--- config.mk ---
export PLATFORM = sky130hd
export DESIGN_NAME = estop_button_halt_fsm
export DESIGN_NICKNAME = d
export VERILOG_FILES = /design/src/hw/rtl/ebh_pkg.sv /design/src/hw/rtl/ebh_cfg.sv /design/src/hw/rtl/ebh_step.sv /design/src/hw/rtl/estop_button_halt_fsm.sv
export SDC_FILE = /design/constraint.sdc
export NUM_CORES = 1
export LEC_CHECK = 0
export ABC_AREA = 1
export BUFFER_PORTS_ARGS = -buffer_cell sky130_fd_sc_hd__buf_2
export CAP_MARGIN = 20
export CORE_UTILIZATION = 25
export CTS_BUF_LIST = sky130_fd_sc_hd__clkbuf_4 sky130_fd_sc_hd__clkbuf_8
export DETAILED_ROUTE_END_ITERATION = 16
export PLACE_DENSITY = 0.47
export SYNTH_ARGS = -nofsm -noshare
export SYNTH_HDL_FRONTEND = slang
export SYNTH_HIERARCHICAL = 1
export SYNTH_SLANG_ARGS = --single-unit
--- constraint.sdc ---
create_clock -name clk_i -period 4.04 [get_ports clk_i]
set_input_delay 0.202 -clock clk_i [delete_from_list [all_inputs] [get_ports clk_i]]
set_output_delay 0.202 -clock clk_i [all_outputs]
set_load 0.02 [all_outputs]
--- src/hw/rtl/ebh_pkg.sv ---
// Shared types, codes and helpers of the estop button halt machine.
`default_nettype none

package ebh_pkg;

  localparam int unsigned CfgIdxW = 2;
  localparam int unsigned PpsW    = 10;
  localparam int unsigned HoldW   = 11;
  localparam int unsigned StateW  = 3;

  localparam logic [CfgIdxW-1:0] CFG_UNKILL_ALLOWED   = 2'd0;
  localparam logic [CfgIdxW-1:0] CFG_TOGGLE_MODE      = 2'd1;
  localparam logic [CfgIdxW-1:0] CFG_POLLS_PER_SECOND = 2'd2;

  localparam logic [PpsW-1:0] PPS_RESET = 10'd5;

  typedef enum logic [7:0] {
    ST_IDLE        = 8'b0000_0001,
    ST_KILL_DN     = 8'b0000_0010,
    ST_KILLED_DN   = 8'b0000_0100,
    ST_KILLED_UP   = 8'b0000_1000,
    ST_UNKILL_DN   = 8'b0001_0000,
    ST_UNKILL_TIME = 8'b0010_0000,
    ST_UNKILL_FIRE = 8'b0100_0000,
    ST_UNKILLED_DN = 8'b1000_0000
  } btn_state_e;

  typedef enum logic [1:0] {
    ACT_NONE    = 2'd0,
    ACT_ALARM   = 2'd1,
    ACT_LATCHED = 2'd2,
    ACT_CLEAR   = 2'd3
  } action_e;

  typedef struct packed {
    logic            unkill_allowed;
    logic            toggle_mode;
    logic [PpsW-1:0] polls_per_second;
  } cfg_t;

  typedef struct packed {
    btn_state_e       btn;
    logic             still_latched;
    logic [HoldW-1:0] hold_ticks;
  } state_t;

  function automatic logic [StateW-1:0] encode_state(btn_state_e st);
    logic [StateW-1:0] code;
    code = 3'd0;
    case (st)
      ST_IDLE:        code = 3'd0;
      ST_KILL_DN:     code = 3'd1;
      ST_KILLED_DN:   code = 3'd2;
      ST_KILLED_UP:   code = 3'd3;
      ST_UNKILL_DN:   code = 3'd4;
      ST_UNKILL_TIME: code = 3'd5;
      ST_UNKILL_FIRE: code = 3'd6;
      ST_UNKILLED_DN: code = 3'd7;
      default:        code = 3'd0;
    endcase
    return code;
  endfunction

endpackage

`default_nettype wire

--- src/hw/rtl/ebh_cfg.sv ---
// Configuration registers of the estop button halt machine.
`default_nettype none

module ebh_cfg (
  input  wire logic                        clk_i,
  input  wire logic                        rst_ni,
  input  wire logic                        wr_en_i,
  input  wire logic [ebh_pkg::CfgIdxW-1:0] wr_index_i,
  input  wire logic [ebh_pkg::PpsW-1:0]    wr_data_i,
  output ebh_pkg::cfg_t                    cfg_o
);

  ebh_pkg::cfg_t cfg_q;
  ebh_pkg::cfg_t cfg_d;

  always_comb begin
    cfg_d = cfg_q;
    if (wr_en_i) begin
      case (wr_index_i)
        ebh_pkg::CFG_UNKILL_ALLOWED:   cfg_d.unkill_allowed   = wr_data_i[0];
        ebh_pkg::CFG_TOGGLE_MODE:      cfg_d.toggle_mode      = wr_data_i[0];
        ebh_pkg::CFG_POLLS_PER_SECOND: cfg_d.polls_per_second = wr_data_i;
        default:                       cfg_d = cfg_q;
      endcase
    end
  end

  always_ff @(posedge clk_i or negedge rst_ni) begin
    if (!rst_ni) begin
      cfg_q.unkill_allowed   <= 1'b1;
      cfg_q.toggle_mode      <= 1'b0;
      cfg_q.polls_per_second <= ebh_pkg::PPS_RESET;
    end else begin
      cfg_q <= cfg_d;
    end
  end

  assign cfg_o = cfg_q;

endmodule

`default_nettype wire

--- src/hw/rtl/ebh_step.sv ---
// Next-state and action logic for one poll tick or idle check item.
`default_nettype none

module ebh_step (
  input  wire ebh_pkg::cfg_t   cfg_i,
  input  wire ebh_pkg::state_t state_i,
  input  wire logic            cmd_i,
  input  wire logic            released_i,
  input  wire logic            halted_i,
  output ebh_pkg::state_t      state_o,
  output ebh_pkg::action_e     action_o
);

  logic [ebh_pkg::HoldW-1:0] limit;
  logic [ebh_pkg::HoldW-1:0] hold_inc;
  logic                      pressed;

  assign limit    = {cfg_i.polls_per_second, 1'b0};
  assign hold_inc = state_i.hold_ticks + 11'd1;
  assign pressed  = !released_i;

  always_comb begin
    state_o  = state_i;
    action_o = ebh_pkg::ACT_NONE;
    if (cmd_i) begin
      case (state_i.btn)
        ebh_pkg::ST_KILL_DN: begin
          if (!halted_i) begin
            if (state_i.still_latched) begin
              action_o              = ebh_pkg::ACT_LATCHED;
              state_o.still_latched = 1'b0;
            end else begin
              action_o = ebh_pkg::ACT_ALARM;
            end
          end
        end
        ebh_pkg::ST_UNKILL_FIRE: begin
          if (halted_i) begin
            action_o = ebh_pkg::ACT_CLEAR;
          end
        end
        default: action_o = ebh_pkg::ACT_NONE;
      endcase
    end else begin
      case (state_i.btn)
        ebh_pkg::ST_IDLE: begin
          if (pressed) begin
            state_o.btn = ebh_pkg::ST_KILL_DN;
          end else if (cfg_i.unkill_allowed && !cfg_i.toggle_mode && halted_i) begin
            state_o.btn = ebh_pkg::ST_KILLED_UP;
          end
        end
        ebh_pkg::ST_KILL_DN: begin
          if (halted_i) begin
            state_o.btn = ebh_pkg::ST_KILLED_DN;
          end
        end
        ebh_pkg::ST_KILLED_DN: begin
          if (released_i) begin
            state_o.btn = ebh_pkg::ST_KILLED_UP;
          end else if (cfg_i.toggle_mode && !halted_i) begin
            state_o.btn           = ebh_pkg::ST_KILL_DN;
            state_o.still_latched = 1'b1;
          end
        end
        ebh_pkg::ST_KILLED_UP: begin
          if (!halted_i) begin
            state_o.btn = ebh_pkg::ST_IDLE;
          end
          if (cfg_i.unkill_allowed) begin
            if (cfg_i.toggle_mode) begin
              state_o.btn = ebh_pkg::ST_UNKILL_FIRE;
            end else if (pressed) begin
              state_o.btn = ebh_pkg::ST_UNKILL_DN;
            end
          end
        end
        ebh_pkg::ST_UNKILL_DN: begin
          state_o.hold_ticks = '0;
          state_o.btn        = ebh_pkg::ST_UNKILL_TIME;
        end
        ebh_pkg::ST_UNKILL_TIME: begin
          state_o.hold_ticks = hold_inc;
          if (hold_inc > limit) begin
            state_o.btn = ebh_pkg::ST_UNKILL_FIRE;
          end else if (released_i) begin
            state_o.hold_ticks = '0;
          end
          if (!halted_i) begin
            state_o.btn = ebh_pkg::ST_IDLE;
          end
        end
        ebh_pkg::ST_UNKILL_FIRE: begin
          if (!halted_i) begin
            state_o.btn = ebh_pkg::ST_UNKILLED_DN;
          end
        end
        ebh_pkg::ST_UNKILLED_DN: begin
          if (released_i) begin
            state_o.btn = ebh_pkg::ST_IDLE;
          end
        end
        default: state_o.btn = ebh_pkg::ST_IDLE;
      endcase
    end
  end

endmodule

`default_nettype wire

--- src/hw/rtl/estop_button_halt_fsm.sv ---
// Top level of the estop button halt machine: item registers, state and checks.
`default_nettype none

// Emergency-stop button supervisor. Each input item is either a poll tick
// (tuser 0) that advances the button machine, or an idle check (tuser 1) that
// reports the halt action. Every item yields exactly one result item carrying
// the action and the machine state after the item. Throughput is one item per
// clock while m_axis_tready holds; an accepted item passes the input register,
// the single next-state stage and the result register on its way to a result.
// Configuration writes take effect in the next cycle and must be issued only
// while no item is in flight.
module estop_button_halt_fsm (
  input  wire logic                        clk_i,
  input  wire logic                        rst_ni,
  input  wire logic                        s_axis_tvalid,
  output      logic                        s_axis_tready,
  input  wire logic [7:0]                  s_axis_tdata,  // [0] button_released, [1] halted
  input  wire logic                        s_axis_tuser,  // [0] cmd
  output      logic                        m_axis_tvalid,
  input  wire logic                        m_axis_tready,
  output      logic [7:0]                  m_axis_tdata,  // [1:0] action, [4:2] fsm_state
  input  wire logic                        cfg_valid_i,
  output      logic                        cfg_ready_o,
  input  wire logic [ebh_pkg::CfgIdxW-1:0] cfg_index_i,
  input  wire logic [ebh_pkg::PpsW-1:0]    cfg_data_i
);

  ebh_pkg::cfg_t    cfg;
  ebh_pkg::state_t  state_q;
  ebh_pkg::state_t  state_d;
  ebh_pkg::action_e step_action;

  logic in_valid_q;
  logic in_cmd_q;
  logic in_released_q;
  logic in_halted_q;

  logic                       out_valid_q;
  logic                       out_valid_d;
  ebh_pkg::action_e           out_action_q;
  logic [ebh_pkg::StateW-1:0] out_fsm_q;

  logic out_free;
  logic fire;
  logic in_take;

  assign cfg_ready_o = 1'b1;

  ebh_cfg u_cfg (
    .clk_i      (clk_i),
    .rst_ni     (rst_ni),
    .wr_en_i    (cfg_valid_i),
    .wr_index_i (cfg_index_i),
    .wr_data_i  (cfg_data_i),
    .cfg_o      (cfg)
  );

  ebh_step u_step (
    .cfg_i      (cfg),
    .state_i    (state_q),
    .cmd_i      (in_cmd_q),
    .released_i (in_released_q),
    .halted_i   (in_halted_q),
    .state_o    (state_d),
    .action_o   (step_action)
  );

  assign out_free      = !out_valid_q || m_axis_tready;
  assign fire          = in_valid_q && out_free;
  assign s_axis_tready = !in_valid_q || out_free;
  assign in_take       = s_axis_tvalid && s_axis_tready;

  always_comb begin
    out_valid_d = out_valid_q;
    if (fire) begin
      out_valid_d = 1'b1;
    end else if (m_axis_tready) begin
      out_valid_d = 1'b0;
    end
  end

  always_ff @(posedge clk_i or negedge rst_ni) begin
    if (!rst_ni) begin
      in_valid_q            <= 1'b0;
      out_valid_q           <= 1'b0;
      state_q.btn           <= ebh_pkg::ST_IDLE;
      state_q.still_latched <= 1'b0;
      state_q.hold_ticks    <= '0;
    end else begin
      if (s_axis_tready) begin
        in_valid_q <= s_axis_tvalid;
      end
      out_valid_q <= out_valid_d;
      if (fire) begin
        state_q <= state_d;
      end
    end
  end

  always_ff @(posedge clk_i) begin
    if (in_take) begin
      in_cmd_q      <= s_axis_tuser;
      in_released_q <= s_axis_tdata[0];
      in_halted_q   <= s_axis_tdata[1];
    end
    if (fire) begin
      out_action_q <= step_action;
      out_fsm_q    <= ebh_pkg::encode_state(state_d.btn);
    end
  end

  assign m_axis_tvalid = out_valid_q;
  assign m_axis_tdata  = {3'b000, out_fsm_q, out_action_q};

  a_poll_no_action: assert property (@(posedge clk_i) disable iff (!rst_ni)
    (fire && !in_cmd_q) |=> (out_action_q == ebh_pkg::ACT_NONE))
    else $error("poll tick produced a halt action");

  a_check_keeps_state: assert property (@(posedge clk_i) disable iff (!rst_ni)
    (fire && in_cmd_q) |=> (state_q.btn == $past(state_q.btn)))
    else $error("idle check changed the button state");

  a_out_matches_state: assert property (@(posedge clk_i) disable iff (!rst_ni)
    out_valid_q |-> (out_fsm_q == ebh_pkg::encode_state(state_q.btn)))
    else $error("result state differs from machine state");

  a_hold_on_stall: assert property (@(posedge clk_i) disable iff (!rst_ni)
    (in_valid_q && !out_free) |=> (in_valid_q && $stable(state_q)))
    else $error("machine advanced while result was stalled");

endmodule

`default_nettype wire
======== Word level (Yosys, flattened, before mapping) ========
Cells that the tools add are included.
operators by class
  add/subtract/negate cells ............... 1
  magnitude comparators ................... 1
  eq/ne operators ......................... 20
  mux-type cells .......................... 30
  bitwise logic cells ..................... 1
  reduce and logical (&&, ||, !) cells .... 21
operators with widths
  operator                                                               count
  8-bit two-way mux                                                      13
  8-bit one-hot mux with 8 select lines                                  1
  11-bit two-way mux                                                     2
  11-bit one-hot mux with 2 select lines                                 1
  3-bit one-hot mux with 7 select lines                                  1
  8-bit by 2-bit equality test with 1-bit output, second input constant  2
  8-bit by 3-bit equality test with 1-bit output, second input constant  2
  8-bit by 4-bit equality test with 1-bit output, second input constant  2
  8-bit by 5-bit equality test with 1-bit output, second input constant  2
  8-bit by 6-bit equality test with 1-bit output, second input constant  2
  8-bit by 7-bit equality test with 1-bit output, second input constant  2
  8-bit equality test, second input constant                             2
  11-bit by 1-bit adder with 11-bit output, second input constant        1
  11-bit > comparator                                                    1
  9-bit two-way mux                                                      1
  8-bit by 1-bit equality test with 1-bit output, second input constant  1
  2-bit nonzero test                                                     4
  1-bit two-way mux                                                      7
  2-bit two-way mux                                                      3
  2-bit AND reduction                                                    3
  6-bit AND reduction                                                    1
  1-bit logical AND                                                      5
  1-bit zero test                                                        4
  2-bit inequality test, second input constant                           2
  8 further kinds                                                        9
storage, ports and cells
  bits in registers ....................... 42
  bits of input ports ..................... 26

======== Longest topological paths before layout ========
  depth after elaboration ................. 9
  mapped depth ............................ 24
  gate-level depth less buffers ........... 24

======== Modules after synthesis ========
The synthesis kept the hierarchy.
by module, submodules not included
  module                 instances  cells an instance  area an instance (um2)
  estop_button_halt_fsm  1          139                1308.8
  ebh_step               1          226                1213.7
  ebh_cfg                1          58                 531.8

======== Worst setup path after synthesis ========
OpenSTA, ideal clock, no wires.
  path kind ............................... reg-to-reg
  start ................................... reg state_q[0] (netlist name)
  end ..................................... reg out_fsm_q[0] (netlist name) (data pin)
  arrival ................................. 2.629 ns
  data required time ...................... 3.786 ns
  setup slack ............................. 1.157 ns
  cell stages (with the launch flop) ...... 22
  buffers on the path ..................... 0
  period minus slack after synthesis ...... 2.883 ns
  cells stage by stage .................... dfrtp_1 ha_1 nand3_1 or3_1 xor2_1 inv_1 ha_1 nand2_1 nor2_1 nand3_1 nand3_1 nand2_1 nand2_1 nand2_1 nand3_1 nand2_1 nand2_1 nor2_1 nand3_1 nor2_1 nor2_1 nand2_1
RTL lines
  item                    line                          text
  from (decl)             estop_button_halt_fsm.sv:29   ebh_pkg::state_t state_q;
  from (signal assigned)  estop_button_halt_fsm.sv:95   state_q <= state_d;
  to (signal assigned)    estop_button_halt_fsm.sv:108  out_fsm_q <= ebh_pkg::encode_state(state_d.btn);
  to (decl)               estop_button_halt_fsm.sv:41   logic [ebh_pkg::StateW-1:0] out_fsm_q;

==> results list <==
- Status: finished with violations
- Failing checks: hold timing
- DR vias/cell: 4.47
- Wirelength per Cell: 11.7 µm
* Share of total power in sequential cells: 43.3%
* Worst-margin pin slew: 808 ps
- For this design the static power due to leakage is 1.71 nW.
- Max-cap violations in this run came to 0.
* Worst slack, placed: 700 ps
- The worst setup path is captured at a flip-flop.
- Die outline width: 113 µm
* Start of the worst register-to-register path: state_q[0]
- TritonCTS created 5 clock buffers.
- Maximum level of the CTS H-tree: 2
* Tmin final: 3380 ps
- Max-Slew Margin vs Limit: 46.1%
- The count of nets left with antenna violations once routing finished came out at 0.
* Clock Tree Root: sky130_fd_sc_hd__clkbuf_8
* Power per Cell Area: 380 mW/mm²
- Clock-pin slew reported for the worst setup and hold paths after clock tree synthesis: 90 ps
- The final number of max-transition violations came to 0.
- The final layout contains 482 nets.
- The worst setup path is launched from a flip-flop.
* Post-route DRC violation count: 0
* Post-synthesis async set-or-reset flop share: 81.0%
* Number of enable-type register cells in the synthesized netlist: 8
* Unrepaired setup endpoints after global routing: no
- Signal arrival time at the worst endpoint: 3560 ps
- Port buffering added 26 buffers.
- The internal portion of the total power is 0.774 mW.
- Num ports: 37
- In this run the worst path has a maximum fanout of 6.
- Switching power summed over all nets: 0.495 mW
- Routability Congestion: 0.810
* Die footprint: 0.0127 mm²
* Clock network fraction of total power: 23.9%
* Detailed-routing iteration count for the pre-antenna-repair pass: 4
- Detailed placement ended at an HPWL of 5.20 mm.
- Starting density of the core: 25.5%
- Pin count of the biggest net entering global routing: 35
- Final setup skew: 6.68 ps
- The number of antenna diodes in the final layout is 0.
* Fin. Hold Viols: 23
- The tightest hold path in the finished design has a slack of -33.0 ps.
* Count of mapped cells out of synthesis: 423
- Global Route met3 Usage: 2.43%
- The number of antenna violations at the first check in global routing came to 0.
* Yosys Warn Count: 6
- Clk_lat worst skew: 310 ps
* Cts hold-fix bufs: 0
- Total power for the finished layout comes to 1.27 mW.
- Portion of the post-synthesis area used by sequential elements: 35.9%
* Top FF cell, synth: sky130_fd_sc_hd__dfrtp_1
* Via count of the first global-routing pass: 2,600
- After detailed routing, the total wire length is 6.93 mm.
- CTS tree: built
- The filler cells instantiated in the layout total 1,305.
- The layer flagged by global routing as most heavily used is met2.
* Global Route met1 Usage: 14.1%
- CP startpoint: state_q[0]
- In the final layout, the share of cells above drive strength 1 is 16.6%.
* Combinational share of power: 32.9%
- The longest clock path from root to sink contains 2 buffers.
- Synth-to-layout area growth: 9.38%
* Total number of vias: 2,647
* Die height: 113 µm
- Post-CTS setup buffer count: 0
* Setup-failing EPs final: 0
- Kind of critical path: reg -> reg
- Global-route usage over all layers: 11.6%
- In this run the core area contains 40 standard-cell rows.
* Switching share of total power: 39.0%
- For this block, the initial DRC count from the detailed router was 142.
- CORE AREA: 0.0120 mm²
- The synthesized netlist occupies a cell area of 0.00305 mm².
* Fmax: 296 MHz
- For this run the aggregate overflow at the end of global routing stands at 0.
- M2 GR Usage: 20.3%
* First-pass GRT wire length: 11.8 mm
- At the worst endpoint, the required time is 4220 ps.
- Average cell area after synthesis: 7.22 µm²
- In the post-route analysis, the smallest setup slack over all paths is 664 ps.
- Total negative slack for setup checks: 0 ps
* Count of distinct cell types in the synthesized netlist: 38
- Cells resized by post-CTS repair: 0
- Worst voltage drop across the vdd grid: 130 µV
* FF+latch count, synth: 42
* Class of the tightest hold or removal check: in -> async
- Cells fill 27.9% of the core in the end.
- Counting every sink on the clock net gives 42.
* Final critical-path share of the clock period: 83.6%
==> cell type report <==
type                       instances  area [µm²]  area share [%]
multi-input combinational        299        1570            47.1
sequential                        42        1100            32.8
inverter                          70         263            7.87
tap                              147         184            5.51
timing repair buffer              26         130            3.90
clock buffer                       7        90.1            2.70
clock inverter                     1        5.00           0.150
==> worst max-delay path: stages, from the launching register on <==
cell	delay, ps
sky130_fd_sc_hd__dfrtp_1	500
sky130_fd_sc_hd__ha_1	240
sky130_fd_sc_hd__nand3_1	120
sky130_fd_sc_hd__or3_1	350
sky130_fd_sc_hd__xor2_1	230
sky130_fd_sc_hd__inv_1	80
sky130_fd_sc_hd__ha_1	300
sky130_fd_sc_hd__nand2_1	60
sky130_fd_sc_hd__nor2_1	170
sky130_fd_sc_hd__nand3_1	90
sky130_fd_sc_hd__nand3_1	90
sky130_fd_sc_hd__nand2_1	110
sky130_fd_sc_hd__nand4_1	100
sky130_fd_sc_hd__nand2_1	60
sky130_fd_sc_hd__nand2_1	60
sky130_fd_sc_hd__nand2_1	90
sky130_fd_sc_hd__nor2_1	260
sky130_fd_sc_hd__nand3_1	140
sky130_fd_sc_hd__nor2_1	110
sky130_fd_sc_hd__nor2_1	50
sky130_fd_sc_hd__nand2_1	50
==> through the flow <==
| stage | cell area [µm²] | std cells |
|---|---|---|
| 4_1_cts | 3340 | 592 |
| 3_3_place_gp | 3250 | 584 |
| 3_5_place_dp | 3250 | 584 |
| 5_1_grt | 3340 | 592 |
| 6_report | 3340 | 592 |
| 2_1_floorplan | 3060 | 425 |
==> routing by layer <==
metal  up-vias  share of wire [%]  routed length [µm]
met5         -                  0                   0
met4         0                1.9                 135
met3        12                3.0                 208
met2        32                 48                3330
met1      1224                 47                3260
li1       1379                  -                   -
==> worst paths after layout <==
kind                       slack [ps]             end  cells past startpoint
hold reg to reg                   470  u_cfg/cfg_o[2]                      2
setup reg to reg                  660    out_fsm_q[0]                     20
hold / removal                    -30     state_q[13]                      1
min in group clk_i                 90   in_released_q                      1
max in group asynchronous        3540      in_valid_q                      1
setup / recovery                  660    out_fsm_q[0]                     20
==> placed cells by master, fill, tap and decap left out, types with 6 or more instances in the layout <==
cell                         n
sky130_fd_sc_hd__o22ai_1     7
sky130_fd_sc_hd__a21oi_1     6
sky130_fd_sc_hd__ha_1       12
sky130_fd_sc_hd__nor2_1     36
sky130_fd_sc_hd__o21ai_2     9
sky130_fd_sc_hd__edfxtp_1    8
sky130_fd_sc_hd__o21ai_0    17
sky130_fd_sc_hd__nand2_2     8
sky130_fd_sc_hd__dfrtp_1    30
sky130_fd_sc_hd__xor2_1      6
sky130_fd_sc_hd__clkbuf_8    6
sky130_fd_sc_hd__inv_1      63
sky130_fd_sc_hd__inv_2       7
sky130_fd_sc_hd__nand4_1    16
sky130_fd_sc_hd__buf_2      26
sky130_fd_sc_hd__nand3_1    19
sky130_fd_sc_hd__nand2_1   134
==> sequential cells by signal (all words and copies together), names as in the netlist <==
name	cells
in_released_q	1
in_valid_q	1
out_action_q	2
state_q	20
in_cmd_q	1
in_halted_q	1
out_fsm_q	3
u_cfg/cfg_o	12
m_axis_tvalid	1
==> power groups by stage <==
stage / clock, mW / sequential, mW / combinational [mW]
2_1_floorplan: 0 / 0.557 / 0.328
6_report: 0.303 / 0.549 / 0.417
5_1_grt: 0.332 / 0.557 / 0.478
3_3_place_gp: 0 / 0.559 / 0.414
4_1_cts: 0.322 / 0.550 / 0.421
3_5_place_dp: 0 / 0.557 / 0.419
==> synth_stat cells (2+ instances only) <==
master	number	share of area [%]
sky130_fd_sc_hd__a21oi_1	6	0.98
sky130_fd_sc_hd__buf_4	8	2.0
sky130_fd_sc_hd__buf_6	4	1.5
sky130_fd_sc_hd__conb_1	2	0.25
sky130_fd_sc_hd__dfrtp_1	30	25
sky130_fd_sc_hd__dfstp_2	4	3.4
sky130_fd_sc_hd__edfxtp_1	8	7.9
sky130_fd_sc_hd__ha_1	12	4.9
sky130_fd_sc_hd__inv_1	63	7.7
sky130_fd_sc_hd__inv_2	7	0.86
sky130_fd_sc_hd__nand2_1	134	16
sky130_fd_sc_hd__nand2_2	8	1.6
sky130_fd_sc_hd__nand3_1	19	3.1
sky130_fd_sc_hd__nand3_2	2	0.66
sky130_fd_sc_hd__nand4_1	16	3.3
sky130_fd_sc_hd__nor2_1	36	4.4
sky130_fd_sc_hd__nor2_2	2	0.41
sky130_fd_sc_hd__nor2_4	2	0.74
sky130_fd_sc_hd__nor3_1	4	0.66
sky130_fd_sc_hd__o21ai_0	17	2.8
sky130_fd_sc_hd__o21ai_1	3	0.49
sky130_fd_sc_hd__o21ai_2	9	2.6
sky130_fd_sc_hd__o22ai_1	7	1.4
sky130_fd_sc_hd__xor2_1	6	1.7
==> kinds of logic (layout without fill, tap and decap cells) <==
logic type      after synthesis  count (layout)  share of synthesized area [%]
other cells                   2               4                          0.246
simple gates                228             228                           33.7
compound gates               47              47                           9.67
xor+xnor                      7               7                           2.01
flops                        42              42                           35.9
buf+inv                      84             104                           12.9
fa+ha+maj                    12              12                           4.92
mux                           1               1                          0.737
(Power assumes the default switching activity.)
